$ cat src/tcsp_pkg.sv
// package for the tls client hello sni parser
// holds parse phases, protocol constants and the action type
// between the parser front and the result back; no dependencies
package tcsp_pkg;

  typedef enum logic [4:0] {
    PH_IDLE,
    PH_TYPE,
    PH_MAJ,
    PH_MIN,
    PH_RLEN_HI,
    PH_RLEN_LO,
    PH_HS_TYPE,
    PH_SKIP_HS,
    PH_SID_LEN,
    PH_SKIP_SID,
    PH_CS_HI,
    PH_CS_LO,
    PH_SKIP_CS,
    PH_COMP_LEN,
    PH_SKIP_COMP,
    PH_EXT_TOT_HI,
    PH_EXT_TOT_LO,
    PH_EXT_T0,
    PH_EXT_T1,
    PH_EXT_L0,
    PH_EXT_L1,
    PH_SKIP_EXT,
    PH_SNI_L0,
    PH_SNI_L1,
    PH_SNI_TYPE,
    PH_HOST_HI,
    PH_HOST_LO,
    PH_HOST,
    PH_DONE
  } tcsp_phase_e;

  localparam logic [7:0]  REC_HANDSHAKE   = 8'd22;
  localparam logic [7:0]  VER_MAJOR       = 8'h03;
  localparam logic [7:0]  VER_MINOR_MAX   = 8'h04;
  localparam logic [7:0]  HS_CLIENT_HELLO = 8'd1;
  localparam logic [15:0] HS_SKIP         = 16'd37;
  localparam logic [15:0] SNI_EXT_TYPE    = 16'd0;
  localparam logic [7:0]  SNI_HOSTNAME    = 8'd0;
  localparam logic [15:0] SNI_HDR_LEN     = 16'd5;
  localparam logic [15:0] REC_HDR_LEN     = 16'd5;
  localparam logic [15:0] MIN_RECORD_LEN  = 16'd6;
  localparam logic [15:0] EXT_HDR_LEN     = 16'd4;

  localparam logic KIND_HOST    = 1'b0;
  localparam logic KIND_VERDICT = 1'b1;

  // one parsed byte's worth of results: an optional hostname byte,
  // then an optional end-of-packet verdict
  typedef struct packed {
    logic        host_vld;
    logic [7:0]  host_byte;
    logic        verdict_vld;
    logic        found;
    logic [15:0] host_length;
  } tcsp_act_t;

endpackage

$ cat src/tcsp_if.sv
// valid/ready channel interfaces for the sni parser
// depends on nothing; payload widths are fixed by the byte and result formats
interface tcsp_in_if;
  logic        valid;
  logic        ready;
  logic [7:0]  payload_byte;
  logic [15:0] packet_length;
  logic        last_byte;

  modport source (output valid, output payload_byte, output packet_length,
                  output last_byte, input ready);
  modport sink   (input valid, input payload_byte, input packet_length,
                  input last_byte, output ready);
endinterface

interface tcsp_out_if;
  logic        valid;
  logic        ready;
  logic        kind;
  logic [7:0]  host_byte;
  logic        found;
  logic [15:0] host_length;
  logic        last;

  modport source (output valid, output kind, output host_byte, output found,
                  output host_length, output last, input ready);
  modport sink   (input valid, input kind, input host_byte, input found,
                  input host_length, input last, output ready);
endinterface

$ cat src/tcsp_front.sv
// parser front (uses tcsp_pkg): walks the record, handshake and extension
// headers one byte per cycle of fire_i; pushes hostname and verdict actions
module tcsp_front import tcsp_pkg::*; #(
  parameter int LENGTH_BITS = 16
) (
  input  logic              clk_i,
  input  logic              rst_ni,
  input  logic              byte_vld_i,
  input  logic [7:0]        byte_i,
  input  logic [15:0]       plen_i,
  input  logic              last_i,
  input  logic              fire_i,
  output logic              push_o,
  output tcsp_act_t         act_o
);

  localparam int LB = LENGTH_BITS;
  localparam int PW = (LB > 16) ? LB : 16;
  localparam int SW = PW + 1;

  tcsp_phase_e    phase_q, phase_d, ph_e, ph_nx;
  logic [LB-1:0]  pos_q, pos_d, pos_e, pos_n;
  logic [LB-1:0]  len_q, len_d, len_e, len_sat;
  logic [15:0]    skip_q, skip_d;
  logic [7:0]     acc_q, acc_d;
  logic [LB-1:0]  ext_end_q, ext_end_d;
  logic [15:0]    ext_len_q, ext_len_d;
  logic           sni_q, sni_d;
  logic [15:0]    host_rem_q, host_rem_d;
  logic [15:0]    host_cnt_q, host_cnt_d;
  logic           found_q, found_d, found_e, found_nx;
  logic           emit;
  logic [PW-1:0]  plen_w;
  logic [15:0]    word;
  logic [SW-1:0]  ext_sum, ext_chk;
  logic [16:0]    host_chk;
  logic [15:0]    skip_m1, host_m1;

  assign plen_w  = PW'(plen_i);
  assign len_sat = (plen_w > PW'({LB{1'b1}})) ? {LB{1'b1}} : plen_w[LB-1:0];

  // first byte of a packet starts from a cleared parser
  always_comb begin
    if (phase_q == PH_IDLE) begin
      ph_e    = PH_TYPE;
      pos_e   = '0;
      len_e   = len_sat;
      found_e = 1'b0;
    end else begin
      ph_e    = phase_q;
      pos_e   = pos_q;
      len_e   = len_q;
      found_e = found_q;
    end
  end

  assign pos_n    = pos_e + LB'(1);
  assign word     = {acc_q, byte_i};
  assign ext_sum  = SW'(pos_n) + SW'(word);
  assign ext_chk  = SW'(pos_n) + SW'(word);
  assign host_chk = 17'(word) + 17'(SNI_HDR_LEN);
  assign skip_m1  = skip_q - 16'd1;
  assign host_m1  = host_rem_q - 16'd1;

  // next state and datapath
  always_comb begin
    logic [LB-1:0] end_v;
    end_v      = '0;
    ph_nx      = ph_e;
    pos_d      = pos_e;
    skip_d     = skip_q;
    acc_d      = acc_q;
    ext_end_d  = ext_end_q;
    ext_len_d  = ext_len_q;
    sni_d      = sni_q;
    host_rem_d = host_rem_q;
    host_cnt_d = host_cnt_q;
    found_nx   = found_e;
    emit       = 1'b0;
    if (ph_e == PH_DONE) begin
      ph_nx = PH_DONE;
    end else if (pos_e >= len_e) begin
      ph_nx = PH_DONE;
    end else begin
      pos_d = pos_n;
      unique case (ph_e)
        PH_TYPE: begin
          ph_nx = (PW'(len_e) < PW'(MIN_RECORD_LEN) || byte_i != REC_HANDSHAKE)
                  ? PH_DONE : PH_MAJ;
        end
        PH_MAJ: ph_nx = (byte_i != VER_MAJOR) ? PH_DONE : PH_MIN;
        PH_MIN: ph_nx = (byte_i > VER_MINOR_MAX) ? PH_DONE : PH_RLEN_HI;
        PH_RLEN_HI: begin
          acc_d = byte_i;
          ph_nx = PH_RLEN_LO;
        end
        PH_RLEN_LO: begin
          ph_nx = (SW'(word) > SW'(len_e) - SW'(REC_HDR_LEN)) ? PH_DONE : PH_HS_TYPE;
        end
        PH_HS_TYPE: begin
          skip_d = HS_SKIP;
          ph_nx  = (byte_i != HS_CLIENT_HELLO) ? PH_DONE : PH_SKIP_HS;
        end
        PH_SKIP_HS: begin
          skip_d = skip_m1;
          if (skip_m1 == '0) ph_nx = PH_SID_LEN;
        end
        PH_SID_LEN: begin
          skip_d = 16'(byte_i);
          ph_nx  = (byte_i == '0) ? PH_CS_HI : PH_SKIP_SID;
        end
        PH_SKIP_SID: begin
          skip_d = skip_m1;
          if (skip_m1 == '0) ph_nx = PH_CS_HI;
        end
        PH_CS_HI: begin
          acc_d = byte_i;
          ph_nx = PH_CS_LO;
        end
        PH_CS_LO: begin
          skip_d = word;
          ph_nx  = (word == '0) ? PH_COMP_LEN : PH_SKIP_CS;
        end
        PH_SKIP_CS: begin
          skip_d = skip_m1;
          if (skip_m1 == '0) ph_nx = PH_COMP_LEN;
        end
        PH_COMP_LEN: begin
          skip_d = 16'(byte_i);
          ph_nx  = (byte_i == '0) ? PH_EXT_TOT_HI : PH_SKIP_COMP;
        end
        PH_SKIP_COMP: begin
          skip_d = skip_m1;
          if (skip_m1 == '0) ph_nx = PH_EXT_TOT_HI;
        end
        PH_EXT_TOT_HI: begin
          acc_d = byte_i;
          ph_nx = PH_EXT_TOT_LO;
        end
        PH_EXT_TOT_LO: begin
          end_v     = (ext_sum > SW'(len_e)) ? len_e : ext_sum[LB-1:0];
          ext_end_d = end_v;
          ph_nx     = (SW'(pos_n) + SW'(EXT_HDR_LEN) <= SW'(end_v)) ? PH_EXT_T0 : PH_DONE;
        end
        PH_EXT_T0: begin
          acc_d = byte_i;
          ph_nx = PH_EXT_T1;
        end
        PH_EXT_T1: begin
          sni_d = (word == SNI_EXT_TYPE);
          ph_nx = PH_EXT_L0;
        end
        PH_EXT_L0: begin
          acc_d = byte_i;
          ph_nx = PH_EXT_L1;
        end
        PH_EXT_L1: begin
          ext_len_d = word;
          if (ext_chk > SW'(ext_end_q)) begin
            ph_nx = PH_DONE;
          end else if (sni_q) begin
            ph_nx = (word < SNI_HDR_LEN) ? PH_DONE : PH_SNI_L0;
          end else if (word == '0) begin
            ph_nx = (SW'(pos_n) + SW'(EXT_HDR_LEN) <= SW'(ext_end_q))
                    ? PH_EXT_T0 : PH_DONE;
          end else begin
            skip_d = word;
            ph_nx  = PH_SKIP_EXT;
          end
        end
        PH_SKIP_EXT: begin
          skip_d = skip_m1;
          if (skip_m1 == '0) begin
            ph_nx = (SW'(pos_n) + SW'(EXT_HDR_LEN) <= SW'(ext_end_q))
                    ? PH_EXT_T0 : PH_DONE;
          end
        end
        PH_SNI_L0: ph_nx = PH_SNI_L1;
        PH_SNI_L1: ph_nx = PH_SNI_TYPE;
        PH_SNI_TYPE: ph_nx = (byte_i != SNI_HOSTNAME) ? PH_DONE : PH_HOST_HI;
        PH_HOST_HI: begin
          acc_d = byte_i;
          ph_nx = PH_HOST_LO;
        end
        PH_HOST_LO: begin
          if (word == '0 || host_chk > 17'(ext_len_q)) begin
            ph_nx = PH_DONE;
          end else begin
            host_rem_d = word;
            host_cnt_d = word;
            ph_nx      = PH_HOST;
          end
        end
        PH_HOST: begin
          emit       = 1'b1;
          host_rem_d = host_m1;
          if (host_m1 == '0) begin
            found_nx = 1'b1;
            ph_nx    = PH_DONE;
          end
        end
        default: ph_nx = PH_DONE;
      endcase
    end
    // the last byte closes the packet
    if (last_i) begin
      phase_d = PH_IDLE;
      found_d = 1'b0;
    end else begin
      phase_d = ph_nx;
      found_d = found_nx;
    end
    len_d = len_e;
  end

  // action pushed toward the result back
  always_comb begin
    act_o.host_vld    = emit;
    act_o.host_byte   = byte_i;
    act_o.verdict_vld = last_i;
    act_o.found       = found_nx;
    act_o.host_length = found_nx ? host_cnt_d : '0;
    push_o            = fire_i && byte_vld_i && (emit || last_i);
  end

  always_ff @(posedge clk_i or negedge rst_ni) begin
    if (!rst_ni) begin
      phase_q    <= PH_IDLE;
      pos_q      <= '0;
      len_q      <= '0;
      skip_q     <= '0;
      acc_q      <= '0;
      ext_end_q  <= '0;
      ext_len_q  <= '0;
      sni_q      <= 1'b0;
      host_rem_q <= '0;
      host_cnt_q <= '0;
      found_q    <= 1'b0;
    end else if (fire_i) begin
      phase_q    <= phase_d;
      pos_q      <= pos_d;
      len_q      <= len_d;
      skip_q     <= skip_d;
      acc_q      <= acc_d;
      ext_end_q  <= ext_end_d;
      ext_len_q  <= ext_len_d;
      sni_q      <= sni_d;
      host_rem_q <= host_rem_d;
      host_cnt_q <= host_cnt_d;
      found_q    <= found_d;
    end
  end

endmodule

$ cat src/tcsp_queue.sv
// short action queue between the parser front and the result back
// uses tcsp_pkg for the action type
module tcsp_queue import tcsp_pkg::*; #(
  parameter int DEPTH = 4
) (
  input  logic      clk_i,
  input  logic      rst_ni,
  input  logic      push_i,
  input  tcsp_act_t push_data_i,
  output logic      full_o,
  input  logic      pop_i,
  output logic      empty_o,
  output tcsp_act_t head_o
);

  localparam int AW = (DEPTH > 1) ? $clog2(DEPTH) : 1;
  localparam int CW = $clog2(DEPTH + 1);

  tcsp_act_t       mem_q [DEPTH];
  logic [AW-1:0]   wr_q, wr_d, rd_q, rd_d;
  logic [CW-1:0]   cnt_q, cnt_d;
  logic            do_push, do_pop;

  assign full_o  = (cnt_q == CW'(DEPTH));
  assign empty_o = (cnt_q == '0);
  assign do_push = push_i && !full_o;
  assign do_pop  = pop_i && !empty_o;
  assign head_o  = mem_q[rd_q];

  always_comb begin
    wr_d  = wr_q;
    rd_d  = rd_q;
    cnt_d = cnt_q;
    if (do_push) wr_d = (wr_q == AW'(DEPTH - 1)) ? '0 : wr_q + AW'(1);
    if (do_pop)  rd_d = (rd_q == AW'(DEPTH - 1)) ? '0 : rd_q + AW'(1);
    if (do_push && !do_pop) cnt_d = cnt_q + CW'(1);
    else if (do_pop && !do_push) cnt_d = cnt_q - CW'(1);
  end

  always_ff @(posedge clk_i) begin
    if (do_push) mem_q[wr_q] <= push_data_i;
  end

  always_ff @(posedge clk_i or negedge rst_ni) begin
    if (!rst_ni) begin
      wr_q  <= '0;
      rd_q  <= '0;
      cnt_q <= '0;
    end else begin
      wr_q  <= wr_d;
      rd_q  <= rd_d;
      cnt_q <= cnt_d;
    end
  end

endmodule

$ cat src/tcsp_back.sv
// result back: turns queued actions into result requests, a hostname byte
// before a verdict, through an output register; uses tcsp_pkg and tcsp_out_if
module tcsp_back import tcsp_pkg::*; (
  input  logic        clk_i,
  input  logic        rst_ni,
  input  logic        empty_i,
  input  tcsp_act_t   head_i,
  output logic        pop_o,
  tcsp_out_if.source  out_o
);

  logic        out_vld_q, out_vld_d;
  logic        out_kind_q, out_kind_d;
  logic [7:0]  out_byte_q, out_byte_d;
  logic        out_found_q, out_found_d;
  logic [15:0] out_len_q, out_len_d;
  logic        pend_q, pend_d;
  logic        pend_found_q, pend_found_d;
  logic [15:0] pend_len_q, pend_len_d;
  logic        slot_free;

  assign slot_free = !out_vld_q || out_o.ready;

  always_comb begin
    out_vld_d    = out_vld_q;
    out_kind_d   = out_kind_q;
    out_byte_d   = out_byte_q;
    out_found_d  = out_found_q;
    out_len_d    = out_len_q;
    pend_d       = pend_q;
    pend_found_d = pend_found_q;
    pend_len_d   = pend_len_q;
    pop_o        = 1'b0;
    if (slot_free) begin
      out_vld_d = 1'b0;
      if (pend_q) begin
        // verdict held back behind its hostname byte
        out_vld_d   = 1'b1;
        out_kind_d  = KIND_VERDICT;
        out_byte_d  = '0;
        out_found_d = pend_found_q;
        out_len_d   = pend_len_q;
        pend_d      = 1'b0;
      end else if (!empty_i) begin
        pop_o     = 1'b1;
        out_vld_d = 1'b1;
        if (head_i.host_vld) begin
          out_kind_d   = KIND_HOST;
          out_byte_d   = head_i.host_byte;
          out_found_d  = 1'b0;
          out_len_d    = '0;
          pend_d       = head_i.verdict_vld;
          pend_found_d = head_i.found;
          pend_len_d   = head_i.host_length;
        end else begin
          out_kind_d  = KIND_VERDICT;
          out_byte_d  = '0;
          out_found_d = head_i.found;
          out_len_d   = head_i.host_length;
        end
      end
    end
  end

  assign out_o.valid       = out_vld_q;
  assign out_o.kind        = out_kind_q;
  assign out_o.host_byte   = out_byte_q;
  assign out_o.found       = out_found_q;
  assign out_o.host_length = out_len_q;
  assign out_o.last        = (out_kind_q == KIND_VERDICT);

  always_ff @(posedge clk_i or negedge rst_ni) begin
    if (!rst_ni) begin
      out_vld_q <= 1'b0;
      pend_q    <= 1'b0;
    end else begin
      out_vld_q <= out_vld_d;
      pend_q    <= pend_d;
    end
  end

  always_ff @(posedge clk_i) begin
    out_kind_q   <= out_kind_d;
    out_byte_q   <= out_byte_d;
    out_found_q  <= out_found_d;
    out_len_q    <= out_len_d;
    pend_found_q <= pend_found_d;
    pend_len_q   <= pend_len_d;
  end

endmodule

$ cat src/tls_client_hello_sni_parser.sv
// top level of the tls client hello sni parser
// depends on tcsp_pkg, tcsp_if, tcsp_front, tcsp_queue and tcsp_back
//
//   channel  dir  fields                                         request
//   in_i     in   payload_byte, packet_length, last_byte         one payload byte
//   out_o    out  kind, host_byte, found, host_length, last      hostname byte or verdict
//
// the parser front takes one byte per cycle; its phase and counter update is
// registered per accepted byte, so bytes stream back to back while the queue has room
// a byte that both ends a hostname and ends the packet gives two results,
// which the back sends one after the other through its output register
// rst_ni clears phase, queue pointers and output valid at once; no sweep
// a stalled output fills the QUEUE_DEPTH-entry queue, then in_i.ready drops
module tls_client_hello_sni_parser import tcsp_pkg::*; #(
  parameter int LENGTH_BITS = 16,
  parameter int QUEUE_DEPTH = 4
) (
  input  logic       clk_i,
  input  logic       rst_ni,
  tcsp_in_if.sink    in_i,
  tcsp_out_if.source out_o
);

  logic      push, full, pop, empty, fire;
  tcsp_act_t act, head;

  assign in_i.ready = !full;
  assign fire       = in_i.valid && !full;

  tcsp_front #(
    .LENGTH_BITS(LENGTH_BITS)
  ) u_front (
    .clk_i      (clk_i),
    .rst_ni     (rst_ni),
    .byte_vld_i (in_i.valid),
    .byte_i     (in_i.payload_byte),
    .plen_i     (in_i.packet_length),
    .last_i     (in_i.last_byte),
    .fire_i     (fire),
    .push_o     (push),
    .act_o      (act)
  );

  tcsp_queue #(
    .DEPTH(QUEUE_DEPTH)
  ) u_queue (
    .clk_i       (clk_i),
    .rst_ni      (rst_ni),
    .push_i      (push),
    .push_data_i (act),
    .full_o      (full),
    .pop_i       (pop),
    .empty_o     (empty),
    .head_o      (head)
  );

  tcsp_back u_back (
    .clk_i   (clk_i),
    .rst_ni  (rst_ni),
    .empty_i (empty),
    .head_i  (head),
    .pop_o   (pop),
    .out_o   (out_o)
  );

endmodule
$ cat src/flat_wrapper.sv
// flat-port wrapper written by rule: the top's interface ports become plain ports
module tls_client_hello_sni_parser_flat import tcsp_pkg::*;
#(
  parameter int LENGTH_BITS = 16,
  parameter int QUEUE_DEPTH = 4
)
  (clk_i, rst_ni, in_i_valid, in_i_payload_byte, in_i_packet_length, in_i_last_byte, in_i_ready, out_o_valid, out_o_kind, out_o_host_byte, out_o_found, out_o_host_length, out_o_last, out_o_ready);
  tcsp_in_if in_i_i ();
  tcsp_out_if out_o_i ();
  input  logic clk_i;
  input  logic rst_ni;
  input wire logic [$bits(in_i_i.valid)-1:0] in_i_valid;
  input wire logic [$bits(in_i_i.payload_byte)-1:0] in_i_payload_byte;
  input wire logic [$bits(in_i_i.packet_length)-1:0] in_i_packet_length;
  input wire logic [$bits(in_i_i.last_byte)-1:0] in_i_last_byte;
  output wire logic [$bits(in_i_i.ready)-1:0] in_i_ready;
  output wire logic [$bits(out_o_i.valid)-1:0] out_o_valid;
  output wire logic [$bits(out_o_i.kind)-1:0] out_o_kind;
  output wire logic [$bits(out_o_i.host_byte)-1:0] out_o_host_byte;
  output wire logic [$bits(out_o_i.found)-1:0] out_o_found;
  output wire logic [$bits(out_o_i.host_length)-1:0] out_o_host_length;
  output wire logic [$bits(out_o_i.last)-1:0] out_o_last;
  input wire logic [$bits(out_o_i.ready)-1:0] out_o_ready;
  assign in_i_i.valid = in_i_valid;
  assign in_i_i.payload_byte = in_i_payload_byte;
  assign in_i_i.packet_length = in_i_packet_length;
  assign in_i_i.last_byte = in_i_last_byte;
  assign in_i_ready = in_i_i.ready;
  assign out_o_valid = out_o_i.valid;
  assign out_o_kind = out_o_i.kind;
  assign out_o_host_byte = out_o_i.host_byte;
  assign out_o_found = out_o_i.found;
  assign out_o_host_length = out_o_i.host_length;
  assign out_o_last = out_o_i.last;
  assign out_o_i.ready = out_o_ready;
  tls_client_hello_sni_parser #(.LENGTH_BITS(LENGTH_BITS), .QUEUE_DEPTH(QUEUE_DEPTH)) u_core (.clk_i(clk_i), .rst_ni(rst_ni), .in_i(in_i_i), .out_o(out_o_i));
endmodule
$ cat config.mk
export PLATFORM = sky130hd
export DESIGN_NAME = tls_client_hello_sni_parser_flat
export DESIGN_NICKNAME = d
export VERILOG_FILES = /design/src/tcsp_pkg.sv /design/src/tcsp_if.sv /design/src/tcsp_front.sv /design/src/tcsp_queue.sv /design/src/tcsp_back.sv /design/src/tls_client_hello_sni_parser.sv /design/src/flat_wrapper.sv
export SDC_FILE = /design/constraint.sdc
export NUM_CORES = 1
export LEC_CHECK = 0
export BUFFER_PORTS_ARGS = -buffer_cell sky130_fd_sc_hd__buf_2
export CAP_MARGIN = 30
export CELL_PAD_IN_SITES_DETAIL_PLACEMENT = 1
export CELL_PAD_IN_SITES_GLOBAL_PLACEMENT = 2
export CORE_UTILIZATION = 42
export DETAILED_ROUTE_END_ITERATION = 8
export HOLD_SLACK_MARGIN = 0.08
export PLACE_DENSITY_LB_ADDON = 0.1
export SLEW_MARGIN = 20
export SYNTH_ARGS = -nofsm -noshare
export SYNTH_HDL_FRONTEND = slang
export SYNTH_SLANG_ARGS = --single-unit
$ cat constraint.sdc
create_clock -name clk_i -period 8.15 [get_ports clk_i]
set_clock_uncertainty 0.2 [all_clocks]
set_input_delay 0.815 -clock clk_i [delete_from_list [all_inputs] [get_ports clk_i]]
set_output_delay 0.815 -clock clk_i [all_outputs]
set_load 0.01 [all_outputs]
==> results.ini, run 1 <==
[worst_setup_path]
crit_top_cell = ha_1
slowest_stage = dfrtp_1
cp-start-kind = register
r2r.worst_path.cells = 31
cpPeakStageDelay_ns = 0.57
arrival_ns = 7.77
r2r_slack_ns = 0.65
r2r-end = u_core.u_front.phase_q[3]
worstSetupPathType = reg -> reg
cp_top_family = simple AND/OR/NAND/NOR gates
cp_max_fo = 9
critPathCaptureType = register
timing.rr.start = u_core.u_front.pos_q[0]
worst-path-buf-inv = 3
cp.required_ns = 8.42

[logic_synthesis]
yosysMostFrequentCell = nand2_1
async_flop_share = 0.4739
syn_avg_cell_area_um2 = 10.25
ys.flop_type = edfxtp_1
synth_seq_area_share = 0.4366
synthCells = 1774
synth_area_mm2 = 0.01818
synth_top_area_frac = 0.2494
synth_nets = 1951
synth-edff-count = 151
synth_area_leaders = edfxtp_1 25%, dfrtp_1 19%, ha_1 10%
synth_common_cells = 179 x nand2_1, 151 x edfxtp_1, 146 x ha_1
ys_seq_elements = 287
yosysWarnings = 0
synth_cell_types = 93
synth_top_area_cell = edfxtp_1

[drt]
num_vias = 14190
routedWlPerCell_um = 23.44
antenna_left = 0
drt_iter0_markers = 968
drc = 0
wirelength_mm = 57.23
viasPerCell = 5.812
dr.pass1.iters = 5

[floorplanning]
fp.dieArea_mm2 = 0.04412
die-height_um = 210.0
ios = 58
coreArea_mm2 = 0.04232
start_util = 0.4295
rows = 75
die_width_um = 210.0

[clocking]
htree_levels = 1
clk_path_buf_depth = 3
clock_latency_ns = 0.61
cts_buffers = 31
root_buffer = clkbuf_16
clkSlewWorstSetupHoldPaths_ns = 0.07
ctsHoldBuffers = 0
cts_tree = built
clock-sinks = 287
post_cts_resized = 0

[power]
fin_total_pwr_mw = 8.086
leakagePower_nw = 8.463
p_per_area_mw_per_mm2 = 399.2
vdd_ir_drop_max_v = 0.0002025

[final_layout]
layout-drive-gt1-share = 0.1454
multi_input_area_mm2 = 0.009538
layout.nets = 2017
postLayoutCellArea_mm2 = 0.02025
diodes = 0
final_cells = 2441
syn2layout_area_growth_pct = 11.40
regArea_mm2 = 0.007939
fill_cells = 4723

[global_routing]
grt_pass1_vias = 14630
antenna_found_initial = 1
grt_pass1_wl_mm = 89.02
grt_max_degree = 79
grt_usage = 0.2647
gr-total-overflow = 0

[worst_hold_path]
hold_class = in -> async

[sta]
worst_slack_ns = 0.6526
rsz0062_at_grt = false
finalSetupTns_ns = 0
maxSlewHeadroom = 0.3797
period_share = 0.9199
report.final.slew_viol_count = 0
fmax_ghz = 0.1334
finalCriticalPeriod_ns = 7.497
finalHoldViolations = 0
tightest_slew_ns = 0.9046
setup_viol = 0

[place]
dp.cells = 2379
gp_congestion = 0.9225
dp_hpwl_mm = 42.67
io_buffers = 57
post-place-ws_ns = 0.5063
placed_cell_area_mm2 = 0.01923

[run]
maxCapViolCount = 0

[run_status]
outcome = complete, no violations

==> worst register-to-register path, delay by kind of cell (launching register included) <==
family,cells,cell delay [ns]
buf+inv,3,0.47
compound gates,11,2.20
simple gates,11,2.56
mux,1,0.16
xor+xnor,2,0.32
flops,1,0.57
fa+ha+maj,3,0.87
==> what timing repair did <==
| item | CTS | global route |
|---|---|---|
| setup endpoints to repair | 0 | 2 |
| buffers inserted | 0 | 4 |
| hold endpoints to repair | 0 | 0 |
==> routing by layer <==
layer,vias to the layer above,share of wire,GRT usage
li1,6650,-,-
met1,7144,0.47,0.3753
met2,316,0.46,0.4265
met3,78,0.051,0.03725
met4,0,0.024,0.06519
met5,-,0,0
==> how the worst max path moves through the flow <==
stage                                         start  cells past startpoint  slack [ns]                         to
after floorplan           u_core.u_front.phase_q[3]                     34        1.07  u_core.u_front.phase_q[3]
after global placement      u_core.u_front.pos_q[0]                     30        0.72  u_core.u_front.phase_q[3]
after detailed placement    u_core.u_front.pos_q[0]                     30        0.51  u_core.u_front.phase_q[3]
after CTS                   u_core.u_front.pos_q[0]                     30        0.47  u_core.u_front.phase_q[3]
after global routing        u_core.u_front.pos_q[0]                     33        0.24  u_core.u_front.phase_q[3]
final                       u_core.u_front.pos_q[0]                     31        0.65  u_core.u_front.phase_q[3]
==> cells by family after synthesis <==
| family | share of synthesized area |
|---|---|
| mux | 0.09016 |
| buf+inv | 0.03889 |
| flops | 0.4366 |
| xor+xnor | 0.03903 |
| simple gates | 0.1507 |
| compound gates | 0.1408 |
| fa+ha+maj | 0.1038 |
==> area by class of cell <==
type	count	area share
timing repair buffer	115	0.03688
multi-input combinational	1318	0.4710
clock inverter	7	0.005066
sequential	287	0.3920
inverter	87	0.01613
clock buffer	50	0.04331
tap	577	0.03565
==> flip-flops by register name, indices dropped and copies added (netlist names), 8 cells and up <==
name                             cells
u_core.u_front.skip_q               16
u_core.u_front.host_cnt_q           16
u_core.u_front.acc_q                 8
u_core.u_front.len_q                16
u_core.u_front.ext_end_q            16
u_core.u_queue.mem_q               108
u_core.u_front.host_rem_q           16
u_core.u_back.out_o.host_byte        8
u_core.u_front.ext_len_q            16
u_core.u_back.pend_len_q            16
u_core.u_front.pos_q                16
u_core.u_back.out_o.host_length     16
==> cells in the final DEF (no fill, tap or decap), types with 15 or more instances in the layout <==
master     netlist  routed
ha_1           146     146
and2_1          18      17
clkbuf_1        50      16
xor2_1          27      27
and3_1          15      15
nand2_1        179     179
mux2_2          50      50
xnor2_1         54      54
edfxtp_1       151     151
clkbuf_16        0      31
nor3_1          31      31
nor2_1         128     127
o21a_1          20      20
a21o_1          23      23
mux2i_1         49      49
dfrtp_1        136     135
a21oi_1        100     100
o21ai_0        144     144
buf_2           17      56
nor4_1          23      23
nand4_1         32      32
mux4_2          26      26
nor2b_1         18      18
nand3_1         43      43
buf_4            3      56
inv_1           86      86
==> power breakdown <==
part / switching [mW] / internal (mW) / leakage [nW]
registers: 0.301 / 1.97 / 3.18
logic: 2.69 / 1.73 / 4.81
clock network: 0.603 / 0.798 / 0.472
total: 3.59 / 4.49 / 8.46
==> metrics by stage <==
stage	utilization	hold slack (ns)
2_1_floorplan	-	0.2496
3_3_place_gp	0.4537	0.2612
6_report	0.4785	0.06596
5_1_grt	0.4785	0.1228
4_1_cts	0.4775	0.09989
3_5_place_dp	0.4543	0.2700
Note: power is estimated with default switching activity, not from simulation.
==> inputs of run 2 (changes only) <==
- PLACE_DENSITY: default -> 0.82
- PLACE_DENSITY_LB_ADDON: 0.1 -> default
==> run 2 against run 1 <==
Non-clock buffer count down 8. Clock power up 11%. Register-to-register slack better by 0.14 ns. Die area unchanged. Sequential power up 2%. Sequential cell count unchanged. Critical path depth up 1.
==> results.ini, run 2 (same netlist as run 1, synthesis figures left out) <==
[worst_setup_path]
cp.required_ns = 8.36
r2r_slack_ns = 0.79
r2r.worst_path.cells = 32
arrival_ns = 7.57
timing.rr.start = u_core.u_front.phase_q[3]
worstSetupPathType = reg -> reg
r2r-end = u_core.u_front.phase_q[3]
cpPeakStageDelay_ns = 0.65
critPathCaptureType = register
slowest_stage = dfrtp_1
cp-start-kind = register
crit_top_cell = o21ai_0
cp_max_fo = 14

[power]
p_per_area_mw_per_mm2 = 400.2
p_sw_mw = 3.597
leakagePower_nw = 8.506
p_clk_frac = 0.190
vdd_ir_drop_max_v = 0.0002548
comb_power_share = 0.525
netSwitchingFraction = 0.4418
p_int_mw = 4.546
pwr-share-seq = 0.285
fin_total_pwr_mw = 8.143

[place]
dp_hpwl_mm = 42.10
io_buffers = 57
gp_congestion = 0.9197

[clocking]
ctsHoldBuffers = 0
cts_tree = built
root_buffer = clkbuf_16
cts_buffers = 36
clock-sinks = 287
cts_setup_buffers = 0
clock_latency_ns = 0.55
clk_path_buf_depth = 3
clkSlewWorstSetupHoldPaths_ns = 0.06
post_cts_resized = 0
htree_levels = 2

[global_routing]
grt_max_degree = 73
grt_usage = 0.2630
gr-total-overflow = 0
grt_pass1_vias = 14860
grt_pass1_wl_mm = 88.49
antenna_found_initial = 2

[drt]
antenna_left = 0
wirelength_mm = 57.18
routedWlPerCell_um = 23.44
num_vias = 14160
viasPerCell = 5.806
dr.pass1.iters = 5
drc = 0
drt_iter0_markers = 789

[floorplanning]
fp.dieArea_mm2 = 0.04412
ios = 58
die-height_um = 210.0
coreArea_mm2 = 0.04232
start_util = 0.4295
die_width_um = 210.0
rows = 75

[sta]
fmax_ghz = 0.1359
setup_viol = 0
finalHoldViolations = 0
finalCriticalPeriod_ns = 7.358
hold_slack_ns = 0.09487
report.final.slew_viol_count = 0
finalSetupTns_ns = 0
maxSlewHeadroom = 0.3716
tightest_slew_ns = 0.9164
period_share = 0.9029
rsz0062_at_grt = false

[final_layout]
layout.nets = 2014
diodes = 0
largest_register_ffs = 108
layout-drive-gt1-share = 0.1461
mostFrequentLayoutCell = nand2_1
final_cell_mix = 179 x nand2_1, 151 x edfxtp_1, 146 x ha_1
largest_register = u_core.u_queue.mem_q
syn2layout_area_growth_pct = 11.94

[worst_hold_path]
hold_class = in -> async

[run]
maxCapViolCount = 0

[run_status]
outcome = complete, no violations

[run 2: cell types whose count changed in the layout (fill, tap and decap cells not counted), sizes merged]
cell / delta
buf: -8
clkinv: +6
[run 2: how the worst max path moves through the flow]
stage                                         start                   endpoint  slack, ns  cells past startpoint
after detailed placement  u_core.u_front.phase_q[3]  u_core.u_front.phase_q[3]       0.90                     32
after global placement    u_core.u_front.phase_q[3]  u_core.u_front.phase_q[3]       1.00                     32
after global routing      u_core.u_front.phase_q[3]  u_core.u_front.phase_q[3]       0.33                     32
after CTS                 u_core.u_front.phase_q[3]  u_core.u_front.phase_q[3]       0.88                     32
after floorplan           u_core.u_front.phase_q[3]  u_core.u_front.phase_q[3]       1.07                     34
final                     u_core.u_front.phase_q[3]  u_core.u_front.phase_q[3]       0.79                     32
[run 2: area by class of cell]
type	count	area, um^2
Clock buffer	50	983.4
Sequential cell	287	7939
Tap cell	577	721.9
Timing Repair Buffer	107	706.9
Clock inverter	13	135.1
Multi-Input combinational cell	1318	9537
Fill cell	4658	21970
Inverter	87	326.6
[run 2: power groups by stage]
stage / combinational, mW / sequential (mW) / clock [mW]
4_1_cts: 4.28 / 2.32 / 1.59
3_3_place_gp: 4.10 / 2.34 / 0
3_5_place_dp: 4.26 / 2.34 / 0
6_report: 4.28 / 2.32 / 1.55
5_1_grt: 4.76 / 2.36 / 1.63
2_1_floorplan: 2.97 / 2.20 / 0
[run 2: through the flow]
step,area (um^2),utilization,worst slack [ns],instances
global placement,19160,0.4527,1.003,2372
finish,20350,0.4808,0.7917,2439
global route,20350,0.4808,0.3315,2439
detailed placement,19180,0.4532,0.9026,2373
floorplan,18180,-,1.066,1774
CTS,20300,0.4796,0.8843,2436
[run 2: layer usage]
layer / global-route usage / wire length [um] / vias to the layer above
met2: 0.4369 / 27170 / 298
met1: 0.3493 / 25690 / 7124
met5: 0 / 16 / -
met3: 0.04797 / 2761 / 102
met4: 0.07878 / 1534 / 2
li1: - / - / 6635
[run 2: worst max-delay path, delay by kind of cell (launching register included)]
family	cells	cell delay, ns
AND/OR/NAND/NOR	11	2.15
AO/OA/AOI/OAI	13	2.01
adder cells (fa/ha/maj)	3	1.12
flip-flops	1	0.65
buffers and inverters	3	0.48
XOR/XNOR	1	0.41
multiplexers	1	0.19
